==> src/hw/rtl/bbsis_pkg.sv <==
// bbsis_pkg: shared codes and constants of the cubic b-spline image scaler
// used by bicubic_bspline_image_scaler and bbsis_norm; no dependencies
package bbsis_pkg;

  // item kinds carried on tuser
  localparam logic OP_WRITE   = 1'b0;
  localparam logic OP_COMPUTE = 1'b1;

  // configuration register indexes
  localparam logic [1:0] REG_SRC_WIDTH  = 2'd0;
  localparam logic [1:0] REG_SRC_HEIGHT = 2'd1;
  localparam logic [1:0] REG_STEP_X     = 2'd2;
  localparam logic [1:0] REG_STEP_Y     = 2'd3;

  localparam int SIZE_W  = 9;
  localparam int STEP_W  = 24;
  localparam int COORD_W = 12;
  localparam int SRC_W   = 8;
  localparam int PIX_W   = 24;
  localparam int CHAN_W  = 8;

  localparam logic [SIZE_W-1:0] SIZE_RST = 9'd256;
  localparam logic [STEP_W-1:0] STEP_RST = 24'd65536;

  // division by six of a pass sum, after the fraction bits are dropped
  localparam int            NORM_X_W   = 13;
  localparam logic [12:0]   NORM_SAT_X = 13'd1536;
  localparam logic [13:0]   RECIP_6    = 14'd10923;
  localparam int            RECIP_SH   = 16;

endpackage

==> src/hw/rtl/bbsis_norm.sv <==
// bbsis_norm: scales one spline pass sum down by six units of one and saturates to a channel
// depends on bbsis_pkg
module bbsis_norm #(
  parameter int FRAC_BITS = 16
) (
  input  logic [FRAC_BITS+12:0]       acc_i,
  output logic [bbsis_pkg::CHAN_W-1:0] q_o
);

  localparam int PR_W  = 25;

  logic [bbsis_pkg::NORM_X_W-1:0] x;
  logic [PR_W-1:0]                prod;

  assign x    = bbsis_pkg::NORM_X_W'(acc_i >> FRAC_BITS);
  assign prod = PR_W'(x[10:0]) * PR_W'(bbsis_pkg::RECIP_6);

  always_comb begin
    if (x >= bbsis_pkg::NORM_SAT_X) begin
      q_o = 8'hff;
    end else begin
      q_o = prod[bbsis_pkg::RECIP_SH +: bbsis_pkg::CHAN_W];
    end
  end

endmodule
==> config.mk <==
export PLATFORM = sky130hd
export DESIGN_NAME = bbsis_norm
export DESIGN_NICKNAME = d
export VERILOG_FILES = /design/src/hw/rtl/bbsis_pkg.sv /design/src/hw/rtl/bbsis_norm.sv
export SDC_FILE = /design/constraint.sdc
export NUM_CORES = 1
export LEC_CHECK = 0
export CAP_MARGIN = 30
export CORE_UTILIZATION = 65
export DETAILED_ROUTE_END_ITERATION = 6
export DONT_BUFFER_PORTS = 1
export PLACE_DENSITY = 0.87
export SYNTH_ARGS = -nofsm -noshare
export SYNTH_HDL_FRONTEND = slang
export SYNTH_SLANG_ARGS = --single-unit
==> constraint.sdc <==
create_clock -name vclk -period 9
set_input_delay 1.8 -clock vclk [all_inputs]
set_output_delay 1.8 -clock vclk [all_outputs]
set_load 0.1 [all_outputs]
Yosys cells after proc, flatten, opt, wreduce, memory -nomap -nowiden

Index checks and enable logic that the tools add are counted.
Widths: inputs -> output; s select.

Flip-flop bits (word level): 0
Bits of input ports: 29
Output and inout bits: 8
Word-level logic and storage cells: 3

Magnitude comparators: 1
$mul: 1
Multiplexer cells: 1

Operators by type and width:

| kind                   | count |
|---|---|
| $mul 11x14->24 const B | 1 |
| $ge 13x11->1 const B   | 1 |
| $mux 8                 | 1 |

Longest topological paths before layout

Gate-level depths: netlist of run 1.

Depth in word-level cells: 2
Gate-level depth with buffers: 18
Gate-level depth less buffers: 18

Least setup slack after synthesis of run 1

Ideal clock, no wire load.

Kind: input to output
From: in acc_i[18]
To: out q_o[4] in the netlist's numbering
Data required time: 7.200 ns
Path slack: 0.009 ns
Cell stages on the path: 16
Arrival time: 7.191 ns
Path buffers: 0
Cells stage by stage: ha_1 > ha_1 > inv_1 > fa_1 > inv_1 > fa_1 > inv_1 > fa_1 > inv_1 > ha_1 > a21o_1 > a311o_1 > a221oi_2 > o21ai_2 > a41oi_2 > mux2i_1

Cells in the longest elaborated chain, start to end: 2
Elaborated cells on any way between the ends: 3
Classes of those cells: mul: 1; order compare: 1; mux: 1

RTL lines:

| element                                        | RTL line                           | RTL |
|---|---|---|
| start: declaration                             | bbsis_norm.sv:6                    | `input logic [FRAC_BITS+12:0] acc_i,` |
| $mul 11x14->24 or $ge 13x11->1 (tied branches) | bbsis_norm.sv:16, bbsis_norm.sv:19 |  |
| $mux 8 *                                       | bbsis_norm.sv:19                   | `if (x >= bbsis_pkg::NORM_SAT_X) begin` |
| end: declaration                               | bbsis_norm.sv:7                    | `output logic [bbsis_pkg::CHAN_W-1:0] q_o` |

Mark *: on every way between the ends. The rest lies on a longest branch, timed or not.

Worst setup path after layout of run 1

From: in acc_i[21]
To: out q_o[7] in the netlist's numbering

The elaborated chain is that of the path after synthesis.

==> results of run 1 <==
## cell usage after synthesis (2+ instances only)
cell	number	share of area, %
and2_1	2	0.47
nor4bb_1	2	0.75
a211oi_1	3	0.84
a21o_1	3	0.84
nand3_1	2	0.37
xor2_1	2	0.65
nor3_1	10	1.9
fa_1	36	27
ha_1	72	34
inv_1	89	12
a31oi_1	2	0.47
nand2_1	15	2.1
nand4_1	6	1.4
a21oi_1	13	2.4
xnor2_1	5	1.6
o211ai_1	2	0.56
and3_1	3	0.70
a31o_1	2	0.65
o21ai_0	8	1.5
and4_1	3	0.98
nor2_1	6	0.84
a2111oi_2	2	1.1
o21a_1	3	0.84
## cells in the final DEF (no fill, tap or decap), drive strengths merged, types with 3 or more instances in the layout
cell    instances
a211oi          3
a21o            4
a21oi          13
and3            3
and4            3
buf             8
fa             36
ha             72
inv            90
nand2          15
nand4           6
nor2            6
nor3           10
o21a            3
o21ai           9
xnor2           5
## kinds of logic (layout without fill, tap and decap cells)
logic type | after synthesis | count (layout) | synth area share, %
XOR/XNOR | 7 | 7 | 2.29
adder cells (fa/ha/maj) | 108 | 108 | 60.6
buffers and inverters | 92 | 98 | 13.1
AND/OR/NAND/NOR | 51 | 51 | 9.96
AO/OA/AOI/OAI | 49 | 49 | 13.3
multiplexers | 2 | 2 | 0.795
## worst paths after layout
path                  startpoint     end  slack (ns)  cells after the start
worst max-delay path   acc_i[21]  q_o[7]        0.64                     16
worst min-delay path   acc_i[27]  q_o[0]        4.14                      4
## metrics by stage
step                worst slack, ns  cells  util, %
finish                        0.639    363     73.5
global route                  0.451    363     73.5
CTS                           0.648    363     73.5
detailed placement            0.651    363     73.5
global placement              0.752    363     73.5
floorplan                   0.00913    309        -
## power by group
| group | internal [mW] | total [mW] | switching, mW |
|---|---|---|---|
| clock network | 0 | 0 | 0 |
| logic | 0.328 | 0.878 | 0.550 |
| registers | 0 | 0 | 0 |
## layer usage
| metal | wire length (um) | global-route usage (%) | vias to the layer above | part of all wire, % |
|---|---|---|---|---|
| met3 | 170 | 0.517 | 6 | 3.3 |
| li1 | - | - | 1037 | - |
| met4 | 98 | 4.79 | 0 | 1.9 |
| met5 | 0 | 0 | - | 0 |
| met1 | 2120 | 32.1 | 1036 | 41 |
| met2 | 2780 | 49.1 | 43 | 54 |
## critical path, stage by stage
cell      delay, ns
ha_1           0.32
fa_1           0.54
inv_1          0.10
fa_1           0.56
inv_1          0.07
fa_1           0.52
inv_1          0.06
fa_1           0.53
inv_1          0.04
ha_1           0.35
a21oi_1        0.20
o21a_1         0.16
o21ai_0        0.07
a31o_1         0.23
a221oi_1       0.37
mux2_2         0.60
## layout make-up
type | instances | area share [%]
inverters | 90 | 12.1
repair buffers | 8 | 2.15
well taps | 48 | 2.15
multi-input cells | 217 | 83.6
==> flow_summary.yaml, run 1 <==
synthesis:
  synth_cells: 309
  synthesis.nets: 446
  yosysUniqueCellTypes: 41
  ys_seq_area_share_pct: 0
  ys_warn_count: 0
  syn-cell-area_sq_um: 2680
  avgSynthCellArea_sq_um: 8.66
worst_setup_path:
  path_class: "input port to primary output"
  worst_ep_required_time_ns: 7.20
  end_kind: "primary output"
  arrival_ns: 6.56
  cp_max_fo: 5
  startpoint_type: "input port"
global_routing:
  grt_pass1_vias: 2103
  antenna_found_initial: 0
  grt_pass1_wl_mm: 8.74
  track_usage_pct: 25.7
  grt_max_degree: 12
  grt_overflow: 0
cells_and_area:
  fillers: 296
  seq_area_sq_um: 0
  antennaDiodeCount: 0
  seq_cell_count: 0
  nets: 454
  nClkBuffers: 0
  multi_input_area_sq_um: 2330
  syn_to_final_growth_pct: 4.25
  final_layout_size_suffix_gt1_share_pct: 5.71
  stdcell_area_sq_um: 2790
sta:
  hold_viol_final: 0
  layout_min_cycle_time_ns: 8.36
  maxSlewHeadroom_pct: 65.8
  hold_ws_ns: 4.14
  period_share_pct: 92.9
  slew_violations: 0
  worst_slew_pin_slew_ns: 0.516
  rsz0062_at_grt: "no"
  final.setup.tns_ns: 0
  finalSetupViolCount: 0
  max_freq_mhz: 120
floorplanning:
  io_pins: 37
  die_x_um: 66.2
  die_h_um: 66.2
  core_area_sq_um: 3800
  die_area_sq_um: 4380
  rows: 22
  start_util_pct: 70.5
detailed_routing:
  wl_per_cell_um: 14.2
  drt_iter0_drc: 76
  routed_wl_mm: 5.17
  final_antenna_net_count: 0
  firstDrtPassIters: 4
  via_count: 2122
  avgViaCountPerCell: 5.85
  drc: 0
power:
  power_mw: 0.878
  leakage_nw: 1.53
  ir_worst_vdd_v: 0.000259
  power_density_nw_per_um2: 315
flow_run:
  maxCapViolations: 0
clock_tree:
  cts_post_setup_buffers_inserted: 0
  holdBufCountCts: 0
  ctsResizeCount: 0
placed_design:
  port-buffer-count: 0
  place.gp.congestion: 0.910
  place_area_sq_um: 2790
  dp_hpwl_mm: 4.90
outcome:
  status: "finished, final reports clean"
worst_hold_path:
  hold_class: "input port to primary output"
Power figures use the tool's default switching activity.
==> inputs of run 2 (changes only) <==
- CORE_ASPECT_RATIO: default -> 0.9
- CORE_UTILIZATION: 65 -> 40
- PLACE_DENSITY: 0.87 -> 0.6
==> flow_summary.yaml, run 2 (synthesized netlist as in run 1, its figures left out) <==
outcome:
  status: "finished, final reports clean"
floorplanning:
  rows: 27
  die_h_um: 79.6
  die_x_um: 88.2
  io_pins: 37
  core_area_sq_um: 6280
  start_util_pct: 42.6
  die_area_sq_um: 7020
global_routing:
  grt_pass1_wl_mm: 8.73
  antenna_found_initial: 0
  track_usage_pct: 15.6
  grt_pass1_vias: 1922
  grt_overflow: 0
  grt_max_degree: 12
cells_and_area:
  stdcell_area_sq_um: 2840
  seq_area_sq_um: 0
  nets: 454
  syn_to_final_growth_pct: 6.08
  post-route-util_pct: 45.2
  final_layout_size_suffix_gt1_share_pct: 5.71
  instances_no_fill: 402
  fillers: 658
  antennaDiodeCount: 0
  multi_input_area_sq_um: 2330
  final_cell_mix: "89 x inv_1, 72 x ha_1, 36 x fa_1"
  nClkBuffers: 0
  final_common_cell: "inv_1"
  seq_cell_count: 0
detailed_routing:
  met1_length_mm: 2.71
  avgViaCountPerCell: 5.00
  drt_iter0_drc: 57
  wl_met2_mm: 2.39
  drc: 0
  dr.max_layer_used: "met3"
  routed_wl_mm: 5.16
  firstDrtPassIters: 4
  wl_per_cell_um: 12.8
  final_antenna_net_count: 0
  via_count: 2009
  wl_met3_um: 53
sta:
  max_freq_mhz: 120
  worst_slew_pin_slew_ns: 0.516
  rsz0062_at_grt: "no"
  fin_ws_ns: 0.697
  hold_viol_final: 0
  finalSetupViolCount: 0
  period_share_pct: 92.3
  slew_violations: 0
  maxSlewHeadroom_pct: 65.8
  final.setup.tns_ns: 0
  layout_min_cycle_time_ns: 8.30
  hold_ws_ns: 4.14
clock_tree:
  holdBufCountCts: 0
  cts_post_setup_buffers_inserted: 0
  ctsResizeCount: 0
worst_setup_path:
  path_buf_inv: 5
  startpoint_type: "input port"
  crit_chain: "ha_1 -> fa_1 -> inv_1 -> fa_1 -> inv_1 -> fa_1 -> inv_1 -> fa_1 -> inv_1 -> ha_1 -> and3_1 -> a31o_1 -> a31oi_1 -> o211ai_1 -> or3_1 -> and3_1 -> buf_4"
  critical-path-top-delay-family: "adder cells"
  cpPeakStageDelay_ns: 0.56
  cp_max_fo: 5
  path_class: "input port to primary output"
  end_kind: "primary output"
  slowest_stage: "fa_1"
  arrival_ns: 6.50
  worst_ep_required_time_ns: 7.20
placed_design:
  place_ws_ns: 0.665
  place_area_sq_um: 2840
  place.gp.congestion: 0.844
  dp_hpwl_mm: 4.77
  place_inst: 402
  port-buffer-count: 0
worst_hold_path:
  hold_class: "input port to primary output"
power:
  leakage_nw: 1.53
  power_mw: 0.873
  ir_worst_vdd_v: 0.000246
  power_density_nw_per_um2: 308
flow_run:
  maxCapViolations: 0
## run 2: layout make-up
class / count / area share (%)
inverter: 90 / 11.9
multi-input combinational: 217 / 82.2
tap: 87 / 3.83
timing repair buffer: 8 / 2.12
## run 2: worst paths after layout
check                      from  cells past startpoint  endpoint
worst max-delay path  acc_i[21]                     17    q_o[6]
worst min-delay path  acc_i[27]                      4    q_o[0]
## run 2: power by group
group / leakage, nW / internal [mW] / total, mW / switching, mW
Clock: 0 / 0 / 0 / 0
Sequential: 0 / 0 / 0 / 0
Combinational: 1.53 / 0.324 / 0.873 / 0.549
Total: 1.53 / 0.324 / 0.873 / 0.549
## run 2: routing by layer
layer | global-route usage [%] | vias up
li1 | - | 1044
met1 | 24.0 | 953
met2 | 25.9 | 12
met3 | 0.103 | 0
met4 | 0 | 0
met5 | 0 | -
